===== config.mk =====
export PLATFORM = sky130hd
export DESIGN_NAME = three_frame_difference_motion_detect_unit
export DESIGN_NICKNAME = d
export VERILOG_FILES = /design/src/design/tfd_pkg.sv /design/src/design/tfd_gray_lane.sv /design/src/design/tfd_merge.sv /design/src/design/tfd_tally.sv /design/src/design/three_frame_difference_motion_detect_unit.sv
export SDC_FILE = /design/constraint.sdc
export NUM_CORES = 1
export LEC_CHECK = 0
export BUFFER_PORTS_ARGS = -buffer_cell sky130_fd_sc_hd__buf_2
export CAP_MARGIN = 30
export CORE_MARGIN = 2
export CORE_UTILIZATION = 40
export CTS_CLUSTER_DIAMETER = 30
export DETAILED_ROUTE_END_ITERATION = 6
export GPL_TIMING_DRIVEN = 0
export PLACE_DENSITY = 0.53
export SLEW_MARGIN = 40
export SYNTH_ARGS = -nofsm -noshare
export SYNTH_HDL_FRONTEND = slang
export SYNTH_SLANG_ARGS = --single-unit

===== constraint.sdc =====
create_clock -name clk -period 8.15 [get_ports clk]
set_clock_uncertainty 0.15 [all_clocks]
set_input_delay 0.4075 -clock clk [delete_from_list [all_inputs] [get_ports clk]]
set_output_delay 0.4075 -clock clk [all_outputs]
set_load 0.05 [all_outputs]

===== src/design/tfd_pkg.sv =====
// ----------------------------------------------------------------------------
// tfd_pkg: shared types and constants of the three-frame motion detector
// Request and result payloads, stage flags, gray weights and register codes.
// ----------------------------------------------------------------------------
package tfd_pkg;

	localparam int COUNT_WIDTH_DEF = 18;
	localparam int PIX_W           = 16;
	localparam int GRAY_W          = 6;
	localparam int SUM_W           = 16;
	localparam int OUT_COUNT_W     = 18;
	localparam int DIFF_THR_W      = 6;
	localparam int ALARM_THR_W     = 18;
	localparam int PADDR_W         = 3;

	// Gray weights on raw RGB565 field values.
	localparam logic [SUM_W-1:0] R_WEIGHT = 16'd299;
	localparam logic [SUM_W-1:0] G_WEIGHT = 16'd587;
	localparam logic [SUM_W-1:0] B_WEIGHT = 16'd114;

	// floor(s / 1000) == (s * 67109) >> 26 for every s below 65536.
	localparam logic [31:0] GRAY_RECIP = 32'd67109;
	localparam int          GRAY_SHIFT = 26;

	localparam logic [DIFF_THR_W-1:0]  DIFF_THR_RST  = 6'd3;
	localparam logic [ALARM_THR_W-1:0] ALARM_THR_RST = 18'd20;

	// Register index, taken from paddr[2].
	localparam logic REG_DIFF_THR  = 1'b0;
	localparam logic REG_ALARM_THR = 1'b1;

	typedef struct packed {
		logic [PIX_W-1:0] pixel_first;
		logic [PIX_W-1:0] pixel_second;
		logic [PIX_W-1:0] pixel_third;
		logic             frame_end;
	} pixel_req_t;

	typedef struct packed {
		logic                   motion_pixel;
		logic [OUT_COUNT_W-1:0] motion_count;
		logic                   alarm;
		logic                   frame_done;
	} result_t;

	typedef struct packed {
		logic motion;
		logic last;
	} tfd_flag_t;

endpackage


===== src/design/tfd_gray_lane.sv =====
// ----------------------------------------------------------------------------
// tfd_gray_lane: RGB565 to gray conversion lane
// Stage 1 forms the weighted channel sum, stage 2 divides it by 1000 through
// a reciprocal multiply.
// ----------------------------------------------------------------------------
module tfd_gray_lane (
	input  logic                       clk,
	input  logic                       en_s1,
	input  logic                       en_s2,
	input  logic [tfd_pkg::PIX_W-1:0]  pixel,
	output logic [tfd_pkg::GRAY_W-1:0] gray_s2
);
	import tfd_pkg::*;

	logic [SUM_W-1:0] sum_d;
	logic [SUM_W-1:0] sum_s1;
	logic [31:0]      prod;

	// Largest sum is 49784, so 16 bits hold it without overflow.
	assign sum_d = SUM_W'(pixel[15:11]) * R_WEIGHT
	             + SUM_W'(pixel[10:5])  * G_WEIGHT
	             + SUM_W'(pixel[4:0])   * B_WEIGHT;

	assign prod = 32'(sum_s1) * GRAY_RECIP;

	always_ff @(posedge clk) begin
		if (en_s1) begin
			sum_s1 <= sum_d;
		end
		if (en_s2) begin
			gray_s2 <= prod[GRAY_SHIFT+GRAY_W-1:GRAY_SHIFT];
		end
	end

endmodule


===== src/design/tfd_merge.sv =====
// ----------------------------------------------------------------------------
// tfd_merge: combines the three gray lanes
// Forms both absolute frame differences and decides whether the position
// is moving.
// ----------------------------------------------------------------------------
module tfd_merge (
	input  logic                           clk,
	input  logic                           en_s3,
	input  logic [tfd_pkg::GRAY_W-1:0]     gray_first,
	input  logic [tfd_pkg::GRAY_W-1:0]     gray_second,
	input  logic [tfd_pkg::GRAY_W-1:0]     gray_third,
	input  logic                           last_s2,
	input  logic [tfd_pkg::DIFF_THR_W-1:0] diff_threshold,
	output tfd_pkg::tfd_flag_t             flag_s3
);
	import tfd_pkg::*;

	logic [GRAY_W-1:0] d1;
	logic [GRAY_W-1:0] d2;

	assign d1 = (gray_second > gray_first) ? gray_second - gray_first
	                                       : gray_first - gray_second;
	assign d2 = (gray_third > gray_second) ? gray_third - gray_second
	                                       : gray_second - gray_third;

	always_ff @(posedge clk) begin
		if (en_s3) begin
			flag_s3.motion <= (d1 == d2) && (d1 > diff_threshold);
			flag_s3.last   <= last_s2;
		end
	end

endmodule


===== src/design/tfd_tally.sv =====
// ----------------------------------------------------------------------------
// tfd_tally: saturating motion counter and result register
// Counts motion positions per frame, raises the alarm at frame end and
// clears for the next frame.
// ----------------------------------------------------------------------------
module tfd_tally #(
	parameter int COUNT_WIDTH = tfd_pkg::COUNT_WIDTH_DEF
) (
	input  logic                            clk,
	input  logic                            arst_n,
	input  logic                            en_s4,
	input  logic                            valid_s3,
	input  tfd_pkg::tfd_flag_t              flag_s3,
	input  logic [tfd_pkg::ALARM_THR_W-1:0] alarm_threshold,
	output tfd_pkg::result_t                result_s4
);
	import tfd_pkg::*;

	localparam int EXT_W = COUNT_WIDTH + OUT_COUNT_W;

	logic [COUNT_WIDTH-1:0] count_q;
	logic [COUNT_WIDTH-1:0] count_next;
	logic [EXT_W-1:0]       count_ext;
	logic [EXT_W-1:0]       thr_ext;

	assign count_next = (flag_s3.motion && (count_q != {COUNT_WIDTH{1'b1}}))
	                  ? count_q + COUNT_WIDTH'(1) : count_q;
	assign count_ext  = EXT_W'(count_next);
	assign thr_ext    = EXT_W'(alarm_threshold);

	always_ff @(posedge clk or negedge arst_n) begin
		if (!arst_n) begin
			count_q <= '0;
		end else if (en_s4 && valid_s3) begin
			count_q <= flag_s3.last ? '0 : count_next;
		end
	end

	always_ff @(posedge clk) begin
		if (en_s4) begin
			result_s4.motion_pixel <= flag_s3.motion;
			result_s4.motion_count <= count_ext[OUT_COUNT_W-1:0];
			result_s4.alarm        <= flag_s3.last && (count_ext > thr_ext);
			result_s4.frame_done   <= flag_s3.last;
		end
	end

endmodule


===== src/design/three_frame_difference_motion_detect_unit.sv =====
// ----------------------------------------------------------------------------
// three_frame_difference_motion_detect_unit: three-frame motion detector
// Marks moving pixel positions and counts them per frame with an alarm.
// ----------------------------------------------------------------------------
// Usage:
// Each request on the pixel channel carries the RGB565 pixel at one position
// from three successive frames plus a frame-end mark. Three gray lanes
// convert the pixels side by side, a merge stage compares the two frame
// differences and a tally stage keeps the per-frame motion count.
// Every request yields exactly one result on the result channel, through the
// stages s1 to s4 in order. One request is taken per clock in steady state
// while the receiver takes results; the four-stage pipeline sets the latency.
// The frame-end result carries the final count and the alarm flag; the
// counter then starts the next frame from zero.
// Reset clears the pipeline and the counter and sets the two thresholds to 3 and 20.
// When the receiver stalls, the stages fill up and pixel_ready drops once
// all four hold a request; empty stages keep accepting meanwhile.
// Thresholds are written over the APB port at 0x0 and 0x4, by the user only while idle; the block does not check.
// ----------------------------------------------------------------------------
module three_frame_difference_motion_detect_unit #(
	parameter int COUNT_WIDTH = tfd_pkg::COUNT_WIDTH_DEF
) (
	input  logic                        clk,
	input  logic                        arst_n,
	input  logic                        pixel_valid,
	output logic                        pixel_ready,
	input  tfd_pkg::pixel_req_t         pixel,
	output logic                        result_valid,
	input  logic                        result_ready,
	output tfd_pkg::result_t            result,
	input  logic                        psel,
	input  logic                        penable,
	input  logic                        pwrite,
	input  logic [tfd_pkg::PADDR_W-1:0] paddr,
	input  logic [31:0]                 pwdata,
	output logic [31:0]                 prdata,
	output logic                        pready
);
	import tfd_pkg::*;

	logic [DIFF_THR_W-1:0]  diff_thr_q;
	logic [ALARM_THR_W-1:0] alarm_thr_q;

	logic valid_s1, valid_s2, valid_s3, valid_s4;
	logic adv1, adv2, adv3, adv4;
	logic last_s1, last_s2;

	logic [GRAY_W-1:0] gray1_s2, gray2_s2, gray3_s2;
	tfd_flag_t         flag_s3;

	// A stage loads when it is empty or its contents move on.
	assign adv4 = !valid_s4 || result_ready;
	assign adv3 = !valid_s3 || adv4;
	assign adv2 = !valid_s2 || adv3;
	assign adv1 = !valid_s1 || adv2;

	assign pixel_ready  = adv1;
	assign result_valid = valid_s4;

	always_ff @(posedge clk or negedge arst_n) begin
		if (!arst_n) begin
			valid_s1 <= 1'b0;
			valid_s2 <= 1'b0;
			valid_s3 <= 1'b0;
			valid_s4 <= 1'b0;
		end else begin
			if (adv1) begin
				valid_s1 <= pixel_valid;
			end
			if (adv2) begin
				valid_s2 <= valid_s1;
			end
			if (adv3) begin
				valid_s3 <= valid_s2;
			end
			if (adv4) begin
				valid_s4 <= valid_s3;
			end
		end
	end

	always_ff @(posedge clk) begin
		if (adv1) begin
			last_s1 <= pixel.frame_end;
		end
		if (adv2) begin
			last_s2 <= last_s1;
		end
	end

	tfd_gray_lane u_lane_first (
		.clk     (clk),
		.en_s1   (adv1),
		.en_s2   (adv2),
		.pixel   (pixel.pixel_first),
		.gray_s2 (gray1_s2)
	);

	tfd_gray_lane u_lane_second (
		.clk     (clk),
		.en_s1   (adv1),
		.en_s2   (adv2),
		.pixel   (pixel.pixel_second),
		.gray_s2 (gray2_s2)
	);

	tfd_gray_lane u_lane_third (
		.clk     (clk),
		.en_s1   (adv1),
		.en_s2   (adv2),
		.pixel   (pixel.pixel_third),
		.gray_s2 (gray3_s2)
	);

	tfd_merge u_merge (
		.clk            (clk),
		.en_s3          (adv3),
		.gray_first     (gray1_s2),
		.gray_second    (gray2_s2),
		.gray_third     (gray3_s2),
		.last_s2        (last_s2),
		.diff_threshold (diff_thr_q),
		.flag_s3        (flag_s3)
	);

	tfd_tally #(
		.COUNT_WIDTH (COUNT_WIDTH)
	) u_tally (
		.clk             (clk),
		.arst_n          (arst_n),
		.en_s4           (adv4),
		.valid_s3        (valid_s3),
		.flag_s3         (flag_s3),
		.alarm_threshold (alarm_thr_q),
		.result_s4       (result)
	);

	// Configuration registers.
	assign pready = 1'b1;

	always_ff @(posedge clk or negedge arst_n) begin
		if (!arst_n) begin
			diff_thr_q  <= DIFF_THR_RST;
			alarm_thr_q <= ALARM_THR_RST;
		end else if (psel && penable && pwrite && pready) begin
			case (paddr[2])
				REG_DIFF_THR:  diff_thr_q  <= pwdata[DIFF_THR_W-1:0];
				REG_ALARM_THR: alarm_thr_q <= pwdata[ALARM_THR_W-1:0];
				default: ;
			endcase
		end
	end

	always_comb begin
		case (paddr[2])
			REG_DIFF_THR:  prdata = 32'(diff_thr_q);
			REG_ALARM_THR: prdata = 32'(alarm_thr_q);
			default:       prdata = '0;
		endcase
	end

endmodule


==> summary.md, run 1 <==
| Metric | Value |
|---|---|
| Drt initial violations | `450` |
| Required time worst endpoint | `8.20 ns` |
| First-pass DRT Iterations | `5` |
| Setup violators final | `0` |
| Final HPWL DP | `40000 um` |
| Layout overhead on the synthesized area | `10.2%` |
| Cells after Synth | `2328` |
| Crit path cell chain | `ha_1 > fa_1 > inv_1 > fa_1 > fa_1 > fa_1 > inv_1 > ha_1 > ha_1 > a21o_1 > a2111oi_0 > o21a_1 > a21boi_0 > nor2_1 > a41oi_1 > xnor2_1` |
| Async SR Flop Fraction | `33.6%` |
| Routed WL | `45700 um` |
| Pin count of the biggest net entering global routing | `47` |
| Ant diodes | `0` |
| Initial Utilization | `40.3%` |
| Cell Area, Synth | `23800 um^2` |
| H-tree level count | `4` |
| Startpoint Class | `register` |
| Worst-case reg-to-reg path depth | `16` |
| CTS Buf Count | `17` |
| Per-cell routed wire length | `13.9 um` |
| Share of the synthesized area in the top cell type | `34.5%` |
| Clock sinks | `137` |
| Drc violations | `0` |
| WHS Path Cells | `2` |
| Root buf cell | `clkbuf_16` |
| Actual slew at the worst max-slew pin | `0.726 ns` |
| Count leader, synth | `ha_1` |
| Post-layout net count | `3493` |
| Top_reg_cell synth | `edfxtp_1` |
| Clock period minus worst slack | `5.57 ns` |
| Worst rel slew slack | `51.5%` |
| Layout filler cell count | `5603` |
| Util after Layout | `44.4%` |
| Max-cap violations | `0` |
| Global-route wire length before repair | `78700 um` |
| Cell mode on critical path | `fa_1` |
| Vias in the first global route | `16800` |
| Synth Warn # | `0` |
| Fin crit share | `68.3%` |
| Met3 wire len | `1050 um` |
| Status | `complete, no violations` |
| Placeable Area | `58900 um^2` |
| All-Layer GR Usage | `15.9%` |
| Clock-pin slew on the worst setup and hold paths | `0.06 ns` |
| Synth area leaders | `ha_1 35%, fa_1 21%, edfxtp_1 11%` |
| Grt total ovfl | `0` |
| Crit path capture type | `register` |
| FF/Latch Area | `3890 um^2` |
| WL met1 | `21700 um` |
| Max-slew violation count | `0` |
| Yosys cell types | `65` |
| Final Wtd Congestion | `0.852` |
| Levels on crit path | `16` |
| Post_cts resized | `0` |
| Syn avg cell area | `10.2 um^2` |
| CTS tree | `yes` |
| Largest area contributor in the netlist | `ha_1` |
| Seq/Total Area, Yosys | `16.4%` |
| Initial antenna violation count | `0` |
| Min-Delay Path Class | `in2reg` |
| Avg Vias per Cell | `4.81` |
| Fraction of layout cells with a size suffix above 1 | `8.44%` |
| CP Class | `reg2reg` |
| RSZ-0062 raised after global routing | `no` |
| Yosys reg bits | `137` |
| Critical path fanouts, max | `6` |
| Post-synth top cells | `656 x ha_1, 582 x inv_1, 247 x fa_1` |
| Top delay family on crit path | `adder cells` |
| Final setup TNS | `0 ns` |
| Area of the multi-input gates | `17600 um^2` |
| CTS max path bufs | `2` |
| Post-synth EDFFs | `91` |
| Ports | `147` |
| CP Buf/Inv Count | `2` |
| Row Count | `89` |
| Post-route ant nets | `0` |
| Final Hold Viols | `0` |
| Die Area | `61400 um^2` |
| Metal2 WL | `22400 um` |
| Latest clock arrival within the worst-skew pair | `0.47 ns` |
| CP max stage cell | `edfxtp_1` |
| Top sig layer | `met4` |
| FMAX | `0.180 GHz` |
| Die W | `248 um` |
| IO buf count | `114` |
| CP peak stage delay | `0.56 ns` |
| Via total after detailed routing | `15800` |
| Die Y-Extent | `248 um` |
| Crit path DAT | `5.62 ns` |
[path summary, 6_finish.rpt]
check                                    startpoint                        to  slack (ns)
setup / recovery           u_lane_second.sum_s1[13]  u_lane_second.gray_s2[0]        2.58
hold / removal                            pwdata[2]             diff_thr_q[2]        0.04
setup reg to reg           u_lane_second.sum_s1[13]  u_lane_second.gray_s2[0]        2.58
hold reg to reg                             last_s2        u_merge.flag_s3[0]        0.29
max in group asynchronous                    arst_n            alarm_thr_q[3]        7.10
min in group asynchronous                    arst_n       u_tally.count_q[14]        0.35
[area by class of cell]
type | count | share of cell area, %
clock buffers | 18 | 1.64
inverters | 582 | 8.34
clock inverters | 14 | 0.612
well taps | 773 | 3.69
plain buffers | 32 | 0.707
multi-input cells | 1590 | 67.1
flip-flops and latches | 137 | 14.9
repair buffers | 139 | 3.09
[metrics by stage]
step | instance area, um^2 | hold slack (ns) | worst slack [ns] | cells
6_report | 26200 | 0.0387 | 2.58 | 3285
5_1_grt | 26200 | 0.0149 | 2.27 | 3285
4_1_cts | 26200 | 0.000582 | 2.53 | 3285
3_5_place_dp | 25400 | 0.274 | 2.25 | 3234
3_3_place_gp | 25300 | 0.257 | 2.31 | 3228
2_1_floorplan | 23800 | -0.0381 | 2.78 | 2341
[flip-flops by register name, indices dropped and copies added (netlist names)]
signal,flops
u_tally.count_q,18
valid_s3,1
u_merge.flag_s3,2
result_valid,1
diff_thr_q,6
u_lane_third.sum_s1,16
u_lane_first.gray_s2,6
valid_s2,1
last_s2,1
u_lane_second.sum_s1,16
u_lane_second.gray_s2,6
alarm_thr_q,18
u_lane_third.gray_s2,6
u_lane_first.sum_s1,16
u_tally.result_s4,21
last_s1,1
valid_s1,1
[logic make-up (layout without fill, tap and decap cells)]
logic type      after synthesis  after routing  synth area share (%)
buf+inv                     614            785                  9.97
fa+ha+maj                   903            903                  55.3
mux                          32             32                  1.48
other cells                   2             15                0.0316
flops                       137            137                  16.4
xor+xnor                    101            101                  3.72
compound gates              284            284                  7.67
simple gates                255            255                  5.40
[worst register-to-register path, stage by stage (launching register included)]
cell and delay, ns:
edfxtp_1 0.56, ha_1 0.29, fa_1 0.47, inv_1 0.05, fa_1 0.49, fa_1 0.52
fa_1 0.52, inv_1 0.04, ha_1 0.29, ha_1 0.34, a21o_1 0.16, a2111oi_0 0.39
o21a_1 0.20, a21boi_0 0.32, nor2_1 0.12, a41oi_1 0.25, xnor2_1 0.14
[metal layers]
metal  global-route usage, %  vias up
li1                        -     8001
met1                    20.1     7609
met2                    28.4      162
met3                    2.51       39
met4                    3.91        0
met5                       0        -
[repair_timing]
| item | 4_1_cts | 5_1_grt |
|---|---|---|
| buffers inserted | 0 | 0 |
| setup endpoints to repair | 0 | 0 |
| hold buffers | 19 | 0 |
| endpoints found under the hold margin | 62 | 0 |
[placed cells by master, fill, tap and decap left out, drive strengths merged, types with 15 or more instances in the layout]
cell         count
fa             247
nand4           20
mux2            26
dfrtp           42
dlygate4sd3     19
ha             656
buf            142
edfxtp          91
a21oi           85
a21o            48
inv            588
nand2           61
o21bai          16
xor2            35
clkbuf          28
nand3           24
o21ai           64
conb            15
xnor2           66
nor3            23
nor2            57
Power of run 1 is left out: the tool's default activity adds up to more than one toggle a clock period on the data nets, which glitch-free logic cannot reach.
==> run 2: changes to the inputs <==
- PLACE_DENSITY: 0.53 -> 0.56
- clock period: 8.15 -> 5 ns (I/O delays scaled with it)
==> summary.md, run 2 (synthesized netlist as in run 1, its figures left out) <==
| Metric | Value |
|---|---|
| Worst slack at placement | `-0.543 ns (-2.79 ns)` |
| Met1 Track Usage GR | `21.3% (+1.1 points)` |
| H-tree level count | `4 (unchanged)` |
| R2R Path Start | `u_lane_third.sum_s1[2]` |
| Most common cell after layout, fill and taps aside | `ha_1` |
| CP Class | `reg2reg` |
| Post-route insts no fill | `3363 (+2.4%)` |
| Crit path DAT | `5.05 ns (-0.57 ns)` |
| Post-route ant nets | `0 (unchanged)` |
| Worst-case reg-to-reg path depth | `16 (unchanged)` |
| Grt total ovfl | `0 (unchanged)` |
| Worst rel slew slack | `55.0% (+3.5 points)` |
| Die W | `248 um (unchanged)` |
| FF/Latch Area | `3890 um^2 (unchanged)` |
| Top delay family on crit path | `adder cells` |
| Status | `complete, no violations` |
| CTS Buf Count | `17 (unchanged)` |
| Final HPWL DP | `40500 um (+1.3%)` |
| All-Layer GR Usage | `16.8% (+0.82 points)` |
| Final Wtd Congestion | `0.833 (-2.2%)` |
| Area of the multi-input gates | `18700 um^2 (+6.4%)` |
| Pin count of the biggest net entering global routing | `47 (unchanged)` |
| Die Y-Extent | `248 um (unchanged)` |
| Min-Delay Path Class | `in2reg` |
| Via total after detailed routing | `16300 (+3.1%)` |
| Row Count | `89 (unchanged)` |
| Hold WS | `0.0456 ns (+0.00691 ns)` |
| Post-layout net count | `3571 (+2.2%)` |
| Clock sinks | `137 (unchanged)` |
| Largest reg by FF count | `u_tally.result_s4` |
| Routed WL | `49000 um (+7.2%)` |
| Critical path fanouts, max | `4 (-2)` |
| RR Endpoint | `u_lane_third.gray_s2[5]` |
| Max FFs per register | `21 (unchanged)` |
| RSZ-0062 raised after global routing | `yes` |
| Most frequent cells in the layout | `590 x ha_1, 564 x inv_1, 232 x fa_1, 115 x buf_2, 94 x buf_4` |
| CP max stage cell | `fa_1` |
| FMAX | `0.201 GHz (+12%)` |
| Vias in the first global route | `17200 (+2.3%)` |
| Clock period minus worst slack | `4.98 ns (-0.590 ns)` |
| Placeable Area | `58900 um^2 (unchanged)` |
| Placed Cells | `3234 (unchanged)` |
| Avg Vias per Cell | `4.85 (+0.76%)` |
| Crit path capture type | `register` |
| Setup violators final | `0 (unchanged)` |
| Initial antenna violation count | `0 (unchanged)` |
| Per-cell routed wire length | `14.6 um (+4.7%)` |
| CTS max path bufs | `2 (unchanged)` |
| CP Buf/Inv Count | `2 (unchanged)` |
| PnR worst setup slack | `0.0197 ns (-2.56 ns)` |
| WHS Path Cells | `4 (+2)` |
| Layout filler cell count | `5442 (-2.9%)` |
| Drc violations | `0 (unchanged)` |
| Final setup TNS | `0 ns (unchanged)` |
| Required time worst endpoint | `5.07 ns (-3.13 ns)` |
| Layout overhead on the synthesized area | `17.6%` |
| Ant diodes | `0 (unchanged)` |
| Ports | `147 (unchanged)` |
| Initial Utilization | `40.3% (unchanged)` |
| GRT met3 Usage | `2.24% (-0.27 points)` |
| Actual slew at the worst max-slew pin | `0.673 ns (-0.0524 ns)` |
| Worst hold start | `result_ready` |
| Fin crit share | `99.6% (+31 points)` |
| Max-cap violations | `0 (unchanged)` |
| Drt initial violations | `472 (+4.9%)` |
| Die Area | `61400 um^2 (unchanged)` |
| Root buf cell | `clkbuf_16` |
| CP peak stage delay | `0.52 ns (-0.04 ns)` |
| Max-slew violation count | `0 (unchanged)` |
| Most used routing layer in global routing | `met2` |
| Clock-pin slew on the worst setup and hold paths | `0.07 ns (about the same)` |
| IO buf count | `114 (unchanged)` |
| Startpoint Class | `register` |
| Crit path cell chain | `ha_4 > ha_4 > fa_1 > inv_1 > fa_1 > inv_2 > ha_4 > fa_1 > ha_4 > nand2_2 > a21oi_2 > a221o_1 > a21oi_2 > o41a_1 > o211a_1 > a311o_1` |
| Cell mode on critical path | `ha_4` |
| Fraction of layout cells with a size suffix above 1 | `17.3% (+8.9 points)` |
| Met2 usage | `30.2% (+1.9 points)` |
| CTS tree | `yes` |
| First-pass DRT Iterations | `5 (unchanged)` |
| Global-route wire length before repair | `82800 um (+5.2%)` |
| Top flop regs | `u_tally.result_s4: 21 flops, alarm_thr_q: 18 flops, u_tally.count_q: 18 flops` |
| Latest clock arrival within the worst-skew pair | `0.48 ns (about the same)` |
| Hold Path Sink | `valid_s3` |
| Final Hold Viols | `0 (unchanged)` |
| Register-to-register setup slack | `0.02 ns (-2.56 ns)` |
## run 2: cell types whose count changed in the layout (fill, tap and decap cells not counted), sizes merged
cell and change:
bufinv -2, buf +76, dlygate4sd3 +2, clkbuf +1, clkinv -2, inv +4, clkinvlp -1
## run 2: worst register-to-register path: stages, from the launching register on
cell      delay [ns]
edfxtp_1        0.48
ha_4            0.33
ha_4            0.19
fa_1            0.48
inv_1           0.05
fa_1            0.52
inv_2           0.05
ha_4            0.26
fa_1            0.44
ha_4            0.30
nand2_2         0.05
a21oi_2         0.10
a221o_1         0.25
a21oi_2         0.09
o41a_1          0.42
o211a_1         0.28
a311o_1         0.29
## run 2: area by class of cell
class | instances | area share [%]
Multi-Input combinational cell | 1590 | 66.9
Sequential cell | 137 | 13.9
Inverter | 582 | 7.82
Timing Repair Buffer | 217 | 5.17
Tap cell | 773 | 3.46
Clock buffer | 19 | 1.66
Buffer | 32 | 0.663
Clock inverter | 13 | 0.434
## run 2: how the worst max path moves through the flow
stage                              endpoint  cells past startpoint               startpoint  slack, ns
detailed placement  u_lane_third.sum_s1[13]                     19                 pixel[3]      -0.54
CTS                 u_lane_third.gray_s2[5]                     14  u_lane_third.sum_s1[13]      -0.04
global route        u_lane_third.sum_s1[15]                     24                 pixel[3]      -0.12
global placement    u_lane_third.sum_s1[13]                     19                 pixel[2]      -0.50
floorplan           u_lane_first.sum_s1[12]                     20                pixel[34]      0.002
finish              u_lane_third.gray_s2[5]                     16   u_lane_third.sum_s1[2]       0.02
## run 2: metal layers
layer / share of wire [%] / up-vias
li1: - / 8173
met1: 46 / 7962
met2: 51 / 137
met3: 2.0 / 37
met4: 1.3 / 0
met5: 0 / -
## run 2: metrics by stage
step | util [%] | cell area [um^2]
finish | 47.4 | 27900
global route | 47.4 | 27900
CTS | 45.8 | 27000
detailed placement | 43.4 | 25600
global placement | 43.3 | 25500
floorplan | - | 24000
## run 2: repair_timing
action                                 4_1_cts  5_1_grt
hold buffers                                21        0
setup endpoints to repair                   18       25
setup buffers                               51       27
pin swaps                                   22      110
gates resized for setup                     31      154
endpoints found under the hold margin       68        0
Power of run 2 is left out for the same reason.
